## config.mk

```make
export PLATFORM = sky130hd
export DESIGN_NAME = offload_quota_planner_and_victim_picker
export DESIGN_NICKNAME = d
export VERILOG_FILES = /design/src/design/oqp_pkg.sv /design/src/design/offload_quota_planner_and_victim_picker.sv /design/src/design/oqp_ctrl.sv /design/src/design/oqp_datapath.sv
export SDC_FILE = /design/constraint.sdc
export NUM_CORES = 2
export LEC_CHECK = 0
export BUFFER_PORTS_ARGS = -buffer_cell sky130_fd_sc_hd__buf_4
export CAP_MARGIN = 30
export CORE_ASPECT_RATIO = 0.5
export CORE_MARGIN = 1
export CORE_UTILIZATION = 65
export CTS_CLUSTER_DIAMETER = 120
export DETAILED_ROUTE_END_ITERATION = 10
export PLACE_DENSITY = 0.86
export SETUP_SLACK_MARGIN = 0.05
export SLEW_MARGIN = 10
export SYNTH_ARGS = -nofsm -noshare
export SYNTH_HDL_FRONTEND = slang
export SYNTH_SLANG_ARGS = --single-unit
export TNS_END_PERCENT = 1
```

## constraint.sdc

```tcl
create_clock -name clk_i -period 10.9 [get_ports clk_i]
set_input_delay 1.635 -clock clk_i [delete_from_list [all_inputs] [get_ports clk_i]]
set_output_delay 1.635 -clock clk_i [all_outputs]
set_load 0.01 [all_outputs]
```

## src/design/oqp_pkg.sv

```systemverilog
// Shared constants, codes and controller/datapath interface types.
package oqp_pkg;

  localparam int MAX_RANKS = 16;
  localparam int LOAD_BITS = 24;
  localparam int WT_W      = 8;
  localparam int RANK_W    = 4;
  localparam int COUNT_W   = 5;
  localparam int CFG_W     = 5;
  localparam int TL_W      = LOAD_BITS + RANK_W;
  localparam int TC_W      = WT_W + RANK_W;
  localparam int AVG_W     = TL_W;
  localparam int VAL_W     = AVG_W + WT_W;
  localparam int DCNT_W    = $clog2(AVG_W);

  localparam logic CFG_OWN_RANK   = 1'b0;
  localparam logic CFG_RANK_COUNT = 1'b1;

  typedef enum logic [1:0] {
    REQ_LOAD   = 2'd0,
    REQ_PLAN   = 2'd1,
    REQ_SELECT = 2'd2,
    REQ_NONE   = 2'd3
  } req_e;

  typedef enum logic [3:0] {
    S_IDLE,
    S_SUM,
    S_DIVI,
    S_DIV,
    S_INIT,
    S_TOUT,
    S_STEP,
    S_MOVE,
    S_APPLY,
    S_CHK,
    S_LDIN,
    S_COPY,
    S_WRAP,
    S_SCAN
  } state_e;

  typedef struct packed {
    logic load_wr;
    logic plan_start;
    logic sum_step;
    logic div_init;
    logic div_step;
    logic init0;
    logic tout;
    logic adv_out;
    logic adv_in;
    logic move;
    logic apply;
    logic ldin;
    logic copy_step;
    logic sel_start;
    logic wrap_step;
    logic scan_step;
    logic fin;
    logic res_err;
    logic res_sel;
  } cmd_t;

  typedef struct packed {
    logic sum_last;
    logic cons_zero;
    logic div_last;
    logic step_go;
    logic same_rank;
    logic outr_last;
    logic in_done;
    logic copy_last;
    logic wrap_ge;
    logic scan_hit;
    logic scan_last;
  } status_t;

endpackage

```

## src/design/offload_quota_planner_and_victim_picker.sv

```systemverilog
// Top level: offload quota planner and victim picker.
//
// A transaction is accepted at a rising edge where start_i is high and
// busy_o is low; req_type_i selects a rank load write, a plan or a select.
// Each transaction produces exactly one result, shown on victim_found_o,
// victim_rank_o and plan_error_o for one cycle while done_o is high.
// A load write or an unused request type answers in the cycle after
// acceptance. A plan sums the tables, tests for zero consumers, runs the
// serial divider for the average, does the two-pointer matching and
// reloads credits; zero consumers end it after the test. A select wraps
// the scan pointer into range and then scans up to n ranks, one rank a
// cycle, where n is the number of active ranks. The result follows the
// last busy cycle. Configuration is written through cfg_we_i, cfg_idx_i
// and cfg_data_i; the user must write it only while the block is idle,
// which the block itself does not enforce. Reset clears quotas, credits
// and the scan pointer and sets own rank to 0 and rank count to 16; rank
// tables are undefined until written. The receiver cannot stall, so
// results are never held back.
module offload_quota_planner_and_victim_picker
  import oqp_pkg::*;
(
  input  logic                 clk_i,
  input  logic                 rst_ni,
  input  logic                 cfg_we_i,
  input  logic                 cfg_idx_i,
  input  logic [CFG_W-1:0]     cfg_data_i,
  input  logic                 start_i,
  output logic                 busy_o,
  input  logic [1:0]           req_type_i,
  input  logic [RANK_W-1:0]    rank_index_i,
  input  logic [LOAD_BITS-1:0] cell_load_i,
  input  logic [WT_W-1:0]      consumer_weight_i,
  output logic                 done_o,
  output logic                 victim_found_o,
  output logic [RANK_W-1:0]    victim_rank_o,
  output logic                 plan_error_o
);

  cmd_t    cmd;
  status_t status;
  logic    own_hit;

  oqp_ctrl u_ctrl (
    .clk_i      (clk_i),
    .rst_ni     (rst_ni),
    .start_i    (start_i),
    .req_type_i (req_type_i),
    .status_i   (status),
    .cmd_o      (cmd),
    .busy_o     (busy_o)
  );

  oqp_datapath u_dp (
    .clk_i             (clk_i),
    .rst_ni            (rst_ni),
    .cfg_we_i          (cfg_we_i),
    .cfg_idx_i         (cfg_idx_i),
    .cfg_data_i        (cfg_data_i),
    .rank_index_i      (rank_index_i),
    .cell_load_i       (cell_load_i),
    .consumer_weight_i (consumer_weight_i),
    .cmd_i             (cmd),
    .status_o          (status),
    .own_hit_o         (own_hit),
    .done_o            (done_o),
    .victim_found_o    (victim_found_o),
    .victim_rank_o     (victim_rank_o),
    .plan_error_o      (plan_error_o)
  );

  assert property (@(posedge clk_i) disable iff (!rst_ni)
    !done_o |-> (!victim_found_o && !plan_error_o))
    else $error("result flags set without a result");

  assert property (@(posedge clk_i) disable iff (!rst_ni)
    done_o |-> !(victim_found_o && plan_error_o))
    else $error("select and plan flags set together");

  assert property (@(posedge clk_i) disable iff (!rst_ni)
    (start_i && !busy_o) |=> (busy_o || done_o))
    else $error("accepted transaction neither busy nor finished");

  assert property (@(posedge clk_i) disable iff (!rst_ni)
    victim_found_o |-> !own_hit)
    else $error("own rank picked as victim");

endmodule

```

## src/design/oqp_ctrl.sv

```systemverilog
// Controller state machine sequencing load, plan and select transactions.
module oqp_ctrl
  import oqp_pkg::*;
(
  input  logic       clk_i,
  input  logic       rst_ni,
  input  logic       start_i,
  input  logic [1:0] req_type_i,
  input  status_t    status_i,
  output cmd_t       cmd_o,
  output logic       busy_o
);

  state_e state_q, state_d;

  always_ff @(posedge clk_i or negedge rst_ni) begin
    if (!rst_ni) begin
      state_q <= S_IDLE;
    end else begin
      state_q <= state_d;
    end
  end

  always_comb begin
    state_d = state_q;
    case (state_q)
      S_IDLE: begin
        if (start_i) begin
          case (req_e'(req_type_i))
            REQ_PLAN:   state_d = S_SUM;
            REQ_SELECT: state_d = S_WRAP;
            default:    state_d = S_IDLE;
          endcase
        end
      end
      S_SUM:   state_d = status_i.sum_last ? S_DIVI : S_SUM;
      S_DIVI:  state_d = status_i.cons_zero ? S_IDLE : S_DIV;
      S_DIV:   state_d = status_i.div_last ? S_INIT : S_DIV;
      S_INIT:  state_d = S_TOUT;
      S_TOUT:  state_d = S_STEP;
      S_STEP: begin
        if (!status_i.step_go) begin
          state_d = status_i.outr_last ? S_COPY : S_TOUT;
        end else if (status_i.same_rank) begin
          state_d = S_LDIN;
        end else begin
          state_d = S_MOVE;
        end
      end
      S_MOVE:  state_d = S_APPLY;
      S_APPLY: state_d = S_CHK;
      S_CHK:   state_d = status_i.in_done ? S_LDIN : S_STEP;
      S_LDIN:  state_d = S_STEP;
      S_COPY:  state_d = status_i.copy_last ? S_IDLE : S_COPY;
      S_WRAP:  state_d = status_i.wrap_ge ? S_WRAP : S_SCAN;
      S_SCAN:  state_d = (status_i.scan_hit || status_i.scan_last) ? S_IDLE : S_SCAN;
      default: state_d = S_IDLE;
    endcase
  end

  always_comb begin
    cmd_o = '0;
    case (state_q)
      S_IDLE: begin
        if (start_i) begin
          case (req_e'(req_type_i))
            REQ_LOAD: begin
              cmd_o.load_wr = 1'b1;
              cmd_o.fin     = 1'b1;
            end
            REQ_PLAN:   cmd_o.plan_start = 1'b1;
            REQ_SELECT: cmd_o.sel_start  = 1'b1;
            default:    cmd_o.fin        = 1'b1;
          endcase
        end
      end
      S_SUM: cmd_o.sum_step = 1'b1;
      S_DIVI: begin
        if (status_i.cons_zero) begin
          cmd_o.fin     = 1'b1;
          cmd_o.res_err = 1'b1;
        end else begin
          cmd_o.div_init = 1'b1;
        end
      end
      S_DIV:  cmd_o.div_step = 1'b1;
      S_INIT: cmd_o.init0    = 1'b1;
      S_TOUT: cmd_o.tout     = 1'b1;
      S_STEP: begin
        if (!status_i.step_go) begin
          cmd_o.adv_out = 1'b1;
        end else if (status_i.same_rank) begin
          cmd_o.adv_in = 1'b1;
        end
      end
      S_MOVE:  cmd_o.move  = 1'b1;
      S_APPLY: cmd_o.apply = 1'b1;
      S_CHK:   cmd_o.adv_in = status_i.in_done;
      S_LDIN:  cmd_o.ldin  = 1'b1;
      S_COPY: begin
        cmd_o.copy_step = 1'b1;
        cmd_o.fin       = status_i.copy_last;
      end
      S_WRAP: cmd_o.wrap_step = status_i.wrap_ge;
      S_SCAN: begin
        cmd_o.scan_step = 1'b1;
        cmd_o.fin       = status_i.scan_hit || status_i.scan_last;
        cmd_o.res_sel   = 1'b1;
      end
      default: cmd_o = '0;
    endcase
  end

  assign busy_o = (state_q != S_IDLE);

endmodule

```

## src/design/oqp_datapath.sv

```systemverilog
// Datapath: rank tables, sums, serial divider, matching registers and scan.
module oqp_datapath
  import oqp_pkg::*;
(
  input  logic                 clk_i,
  input  logic                 rst_ni,
  input  logic                 cfg_we_i,
  input  logic                 cfg_idx_i,
  input  logic [CFG_W-1:0]     cfg_data_i,
  input  logic [RANK_W-1:0]    rank_index_i,
  input  logic [LOAD_BITS-1:0] cell_load_i,
  input  logic [WT_W-1:0]      consumer_weight_i,
  input  cmd_t                 cmd_i,
  output status_t              status_o,
  output logic                 own_hit_o,
  output logic                 done_o,
  output logic                 victim_found_o,
  output logic [RANK_W-1:0]    victim_rank_o,
  output logic                 plan_error_o
);

  logic [RANK_W-1:0]    own_q;
  logic [COUNT_W-1:0]   cnt_q;
  logic [LOAD_BITS-1:0] load_q   [MAX_RANKS];
  logic [WT_W-1:0]      wt_q     [MAX_RANKS];
  logic [LOAD_BITS-1:0] quota_q  [MAX_RANKS];
  logic [LOAD_BITS-1:0] credit_q [MAX_RANKS];
  logic [RANK_W-1:0]    sp_q, pos_q;
  logic [COUNT_W-1:0]   idx_q, outr_q, inr_q;
  logic [TL_W-1:0]      tl_q;
  logic [TC_W-1:0]      tc_q, rem_q;
  logic [AVG_W-1:0]     quo_q;
  logic [DCNT_W-1:0]    dcnt_q;
  logic [VAL_W-1:0]     out_l_q, in_l_q, tgt_in_q, tgt_out_q, mv_q;
  logic                 mvok_q;
  logic                 done_q, found_q, err_q;
  logic [RANK_W-1:0]    victim_q;

  logic [COUNT_W-1:0]   n_act, outr_nx;
  logic [RANK_W-1:0]    raddr, pos_nx;
  logic [LOAD_BITS-1:0] rd_load;
  logic [WT_W-1:0]      rd_wt;
  logic [VAL_W-1:0]     prod, need, spare;
  logic [TC_W:0]        dr;
  logic                 dge, hit;

  always_comb begin
    if (cnt_q == '0) begin
      n_act = COUNT_W'(1);
    end else if (cnt_q > COUNT_W'(MAX_RANKS)) begin
      n_act = COUNT_W'(MAX_RANKS);
    end else begin
      n_act = cnt_q;
    end
  end

  assign outr_nx = outr_q + COUNT_W'(1);

  always_comb begin
    raddr = idx_q[RANK_W-1:0];
    if (cmd_i.init0) begin
      raddr = '0;
    end else if (cmd_i.tout) begin
      raddr = outr_q[RANK_W-1:0];
    end else if (cmd_i.adv_out) begin
      raddr = outr_nx[RANK_W-1:0];
    end else if (cmd_i.ldin) begin
      raddr = inr_q[RANK_W-1:0];
    end
  end

  assign rd_load = load_q[raddr];
  assign rd_wt   = wt_q[raddr];
  assign prod    = VAL_W'(rd_wt) * VAL_W'(quo_q);
  assign need    = tgt_out_q - out_l_q;
  assign spare   = in_l_q - tgt_in_q;
  assign dr      = {rem_q, quo_q[AVG_W-1]};
  assign dge     = dr >= {1'b0, tc_q};
  assign hit     = (pos_q != own_q) && (credit_q[pos_q] != '0);
  assign pos_nx  = ({1'b0, pos_q} + COUNT_W'(1) == n_act) ? '0 : pos_q + RANK_W'(1);

  always_comb begin
    status_o.sum_last  = (idx_q == n_act - COUNT_W'(1));
    status_o.cons_zero = (tc_q == '0);
    status_o.div_last  = (dcnt_q == DCNT_W'(AVG_W - 1));
    status_o.step_go   = (out_l_q < tgt_out_q) && (inr_q < n_act);
    status_o.same_rank = (outr_q == inr_q);
    status_o.outr_last = (outr_nx >= n_act);
    status_o.in_done   = (in_l_q <= tgt_in_q);
    status_o.copy_last = (idx_q == n_act - COUNT_W'(1));
    status_o.wrap_ge   = ({1'b0, pos_q} >= n_act);
    status_o.scan_hit  = hit;
    status_o.scan_last = (idx_q == n_act - COUNT_W'(1));
  end

  always_ff @(posedge clk_i or negedge rst_ni) begin
    if (!rst_ni) begin
      own_q <= '0;
      cnt_q <= COUNT_W'(MAX_RANKS);
    end else if (cfg_we_i) begin
      case (cfg_idx_i)
        CFG_OWN_RANK:   own_q <= cfg_data_i[RANK_W-1:0];
        CFG_RANK_COUNT: cnt_q <= cfg_data_i[COUNT_W-1:0];
        default:        own_q <= own_q;
      endcase
    end
  end

  always_ff @(posedge clk_i) begin
    if (cmd_i.load_wr) begin
      load_q[rank_index_i] <= cell_load_i;
      wt_q[rank_index_i]   <= consumer_weight_i;
    end
  end

  always_ff @(posedge clk_i or negedge rst_ni) begin
    if (!rst_ni) begin
      for (int i = 0; i < MAX_RANKS; i++) begin
        quota_q[i]  <= '0;
        credit_q[i] <= '0;
      end
      sp_q <= '0;
    end else begin
      if (cmd_i.apply && mvok_q && (inr_q == {1'b0, own_q})) begin
        quota_q[outr_q[RANK_W-1:0]] <= mv_q[LOAD_BITS-1:0];
      end
      if (cmd_i.copy_step) begin
        credit_q[idx_q[RANK_W-1:0]] <= quota_q[idx_q[RANK_W-1:0]];
      end
      if (cmd_i.scan_step) begin
        sp_q <= pos_nx;
        if (hit) begin
          credit_q[pos_q] <= credit_q[pos_q] - LOAD_BITS'(1);
        end
      end
    end
  end

  always_ff @(posedge clk_i) begin
    if (cmd_i.plan_start || cmd_i.sel_start || cmd_i.adv_out) begin
      idx_q <= '0;
    end else if (cmd_i.sum_step || cmd_i.copy_step || cmd_i.scan_step) begin
      idx_q <= idx_q + COUNT_W'(1);
    end
    if (cmd_i.plan_start) begin
      tl_q <= '0;
      tc_q <= '0;
    end else if (cmd_i.sum_step) begin
      tl_q <= tl_q + TL_W'(rd_load);
      tc_q <= tc_q + TC_W'(rd_wt);
    end
    if (cmd_i.div_init) begin
      quo_q  <= tl_q;
      rem_q  <= '0;
      dcnt_q <= '0;
    end else if (cmd_i.div_step) begin
      quo_q  <= {quo_q[AVG_W-2:0], dge};
      rem_q  <= dge ? TC_W'(dr - {1'b0, tc_q}) : dr[TC_W-1:0];
      dcnt_q <= dcnt_q + DCNT_W'(1);
    end
    if (cmd_i.init0) begin
      in_l_q   <= VAL_W'(rd_load);
      out_l_q  <= VAL_W'(rd_load);
      tgt_in_q <= prod;
      outr_q   <= '0;
      inr_q    <= '0;
    end
    if (cmd_i.tout) begin
      tgt_out_q <= prod;
    end
    if (cmd_i.adv_out) begin
      outr_q  <= outr_nx;
      out_l_q <= VAL_W'(rd_load);
    end
    if (cmd_i.adv_in) begin
      inr_q <= inr_q + COUNT_W'(1);
    end
    if (cmd_i.move) begin
      mvok_q <= in_l_q > tgt_in_q;
      mv_q   <= (need < spare) ? need : spare;
    end
    if (cmd_i.apply && mvok_q) begin
      out_l_q <= out_l_q + mv_q;
      in_l_q  <= in_l_q - mv_q;
    end
    if (cmd_i.ldin && (inr_q < n_act)) begin
      in_l_q   <= VAL_W'(rd_load);
      tgt_in_q <= prod;
    end
    if (cmd_i.sel_start) begin
      pos_q <= sp_q;
    end else if (cmd_i.wrap_step) begin
      pos_q <= RANK_W'({1'b0, pos_q} - n_act);
    end else if (cmd_i.scan_step) begin
      pos_q <= pos_nx;
    end
    victim_q <= (cmd_i.res_sel && !hit) ? own_q : (cmd_i.res_sel ? pos_q : '0);
  end

  always_ff @(posedge clk_i or negedge rst_ni) begin
    if (!rst_ni) begin
      done_q  <= 1'b0;
      found_q <= 1'b0;
      err_q   <= 1'b0;
    end else begin
      done_q  <= cmd_i.fin;
      found_q <= cmd_i.fin && cmd_i.res_sel && hit;
      err_q   <= cmd_i.fin && cmd_i.res_err;
    end
  end

  assign own_hit_o      = (victim_q == own_q);
  assign done_o         = done_q;
  assign victim_found_o = found_q;
  assign victim_rank_o  = victim_q;
  assign plan_error_o   = err_q;

endmodule
```

==> impl_metrics.yaml <==
die:
  die-width_um: 525
  die_area_um2: 138000
  num_io_pins: 56
  rows: 95
  die_y_um: 263
  start_util: 0.658
  design.core.area_um2: 135000
sta:
  max_freq_mhz: 95.3
  hold_viol: 0
  final_max_slew_viol_count: 4
  slew_headroom: -0.0559
  skew_ns: 0.0557
  period_needed_ns: 10.49
  finalWorstSetupSlack_ns: 0.411
  finalCritPeriodShare: 0.962
  rsz0062_at_grt: "false"
  setup_violations: 0
  tightest_slew_ns: 1.57
  fin_setup_tns_ns: 0
place:
  numPortBuffers: 55
  gp_routability_congestion: 0.942
  placed_cell_area_um2: 91500
  dp.cells: 9080
  place_ws_ns: 0.210
  hpwl_mm: 154
drt:
  ant_nets: 0
  drc: 0
  wirelength_mm: 245
  vias: 63700
  viasPerCell: 6.81
  dr.first_iter.drc_count: 7985
  drt-pass1-iter-count: 7
  wire_per_inst_um: 26.2
synthesis:
  syn_avg_cell_area_um2: 11.8
  synth_area_um2: 88800
  synth_cells: 7527
  synth_warnings: 0
  synth_compound_area_frac: 0.101
  yosysSeqAreaShare: 0.484
  synth_seq_cells: 1589
  ys_types: 98
  synth_top_family_by_area: "multiplexers"
  synthArstFlopShare: 0.496
  synthAdderAreaFrac: 0.0808
  yosys.area_share.xor_xnor: 0.0237
  synth_edf_count: 723
  syn_nets: 8050
  synth.area.mux_share: 0.180
  yosys_most_used_dff: "dfrtp_1"
  yosys.area_share.simple: 0.0904
clock_tree:
  clk_latency_ns: 0.83
  cts.clk_slew.worst_paths_ns: 0.07
  cts_hold_buf: 0
  htree_levels: 4
  cts_sinks: 1589
  cts_tree: "yes"
  cts_buffer_depth: 3
  root_buffer: "clkbuf_16"
  cts_made_buffers: 139
worst_setup_path:
  crit_path_start_kind: "flip-flop"
  critPathKind: "flip-flop to flip-flop"
  r2r_start: "u_dp.cnt_q[4]"
  required_ns: 11.44
  crit_slowest_cell: "dfstp_2"
  crit_arrival_ns: 11.03
  r2r_slack_ns: 0.41
  critical_path_peak_fanout: 27
  end_kind: "flip-flop"
  reg2reg_depth: 35
  slowest_delay_ns: 0.60
  r2r_end: "u_dp.tgt_in_q[32]"
  crit_top_cell: "fa_1"
job:
  maxCapViolations: 1
grt:
  grt_max_degree: 186
  grt_overflow: 0
  antenna_found_initial: 8
  grt_pass1_wl_mm: 369
  grt_usage: 0.349
  grt_pass1_vias: 63400
worst_hold_path:
  hold_end: "u_dp.rem_q[11]"
  hold_path_startpoint: "u_dp.rem_q[11]"
  min_path_type: "flip-flop to flip-flop"
  whs_path_depth: 2
status:
  violations: "max-capacitance violations, max-slew violations"
  status: "finished, violations left"
finish:
  nNetsFinal: 7972
  final_area_um2: 96400
  fin_cells: 9356
  syn_to_final_growth_pct: 8.64
  drive_above_1_share: 0.200
flip-flops by register name, summed over array words and instances, names as in the netlist, 5 cells and up:
name	count
u_dp.tl_q	28
u_dp.wt_q	128
u_dp.outr_q	5
u_dp.out_l_q	36
u_dp.tgt_out_q	36
u_dp.quota_q	384
u_dp.in_l_q	36
u_dp.idx_q	5
u_dp.credit_q	384
u_dp.load_q	384
u_dp.inr_q	5
u_dp.dcnt_q	5
u_dp.cnt_q	5
u_dp.rem_q	12
u_dp.tc_q	12
u_dp.mv_q	36
u_dp.tgt_in_q	36
u_dp.quo_q	28
cell families (layout without fill, tap and decap cells):
logic type / count (synthesis) / count (layout)
buffers and inverters: 845 / 872
AND/OR/NAND/NOR: 1730 / 1732
flip-flops: 1589 / 1589
AO/OA/AOI/OAI: 1434 / 1435
adder cells (fa/ha/maj): 475 / 475
multiplexers: 1216 / 1216
XOR/XNOR: 238 / 238
other: 0 / 5
stage by stage:
| step | hold WS (ns) | util |
|---|---|---|
| 2_1_floorplan | 0.432 | - |
| 3_3_place_gp | 0.444 | 0.674 |
| 3_5_place_dp | 0.449 | 0.678 |
| 4_1_cts | 0.457 | 0.712 |
| 5_1_grt | 0.478 | 0.715 |
| 6_report | 0.455 | 0.715 |
layout by cell type (no fill, tap or decap), types with 30 or more instances in the layout:
cell	Yosys	routed
o21ai_1	85	84
ha_1	311	311
clkbuf_16	0	140
nand2_1	591	590
nand2b_1	59	59
nor2_1	476	435
mux4_2	240	240
nand3_1	120	117
a221oi_1	32	30
and3_1	204	201
inv_1	362	362
o31ai_1	54	53
clkbuf_1	286	35
nor2_4	1	40
nor2b_1	56	56
mux2_2	663	663
fa_1	164	164
xor2_1	85	85
nor3_1	72	63
mux2i_1	313	313
a22oi_1	52	52
a21o_1	108	108
dfrtp_1	787	787
a21oi_1	556	556
o21ai_0	220	220
edfxtp_1	723	723
xnor2_1	151	151
buf_4	27	224
nand4_1	39	39
dfxtp_1	78	74
o21a_1	35	35
a211oi_1	59	59
Yosys cell counts, drive strengths merged (35+ instances only):
cell    count  share of area
nand3     120         0.0068
fa        164          0.037
dfrtp     787           0.22
o21a       35         0.0030
xor2       87         0.0088
mux2i     313          0.035
ha        311          0.044
a21oi     556          0.031
inv       364          0.015
dfxtp      78          0.018
a211oi     59         0.0050
nor2b      57         0.0040
o21ai     305          0.017
a21o      108         0.0091
buf       193          0.012
nand2b     59         0.0042
edfxtp    723           0.24
xnor2     151          0.015
nor3       73         0.0042
mux4      240          0.061
o31ai      54         0.0046
and3      204          0.014
nand2     598          0.026
nor2      478          0.020
a22oi      58         0.0052
nand4      39         0.0027
clkbuf    286          0.012
mux2      663          0.084
timing repair:
item,CTS,global route
setup endpoints to repair,0,14
buffers inserted,0,12
gates resized for setup,0,8
area by class of cell:
type,count,area (um2)
diodes,5,12.5
clock buffers,192,3870
clock inverters,57,762
fillers,8469,38500
inverters,366,1370
multi-input cells,5096,42700
flip-flops and latches,1589,43000
well taps,1794,2240
repair buffers,257,2400
worst max-delay path: cells and delay by family, from the launching register on:
kind	cells	cell delay [ns]
compound gates	13	3.83
fa+ha+maj	6	2.42
simple gates	6	1.59
buf+inv	7	1.05
flops	1	0.60
mux	2	0.60
xor+xnor	1	0.10
metal layers:
layer / vias up / global-route usage / part of all wire
met5: - / 0 / 0.00070
met4: 6 / 0.182 / 0.055
met3: 918 / 0.0869 / 0.11
met2: 3927 / 0.551 / 0.46
met1: 31600 / 0.450 / 0.37
li1: 27200 / - / -
how the worst max path moves through the flow:
stage                                  from                  to  slack, ns  cells after the start
after floorplan           u_ctrl.state_q[3]   u_dp.tgt_in_q[32]       1.27                     32
after global placement        u_dp.cnt_q[4]  u_dp.tgt_out_q[32]       0.64                     32
after detailed placement      u_dp.cnt_q[4]   u_dp.tgt_in_q[32]       0.21                     32
after CTS                     u_dp.cnt_q[4]   u_dp.tgt_in_q[32]       0.15                     35
after global routing       u_dp.out_l_q[32]  u_dp.tgt_out_q[32]       0.02                     35
final                         u_dp.cnt_q[4]   u_dp.tgt_in_q[32]       0.41                     35
Power is left out: the tool's default activity adds up to more than one toggle a clock period on the data nets, which glitch-free logic cannot reach.
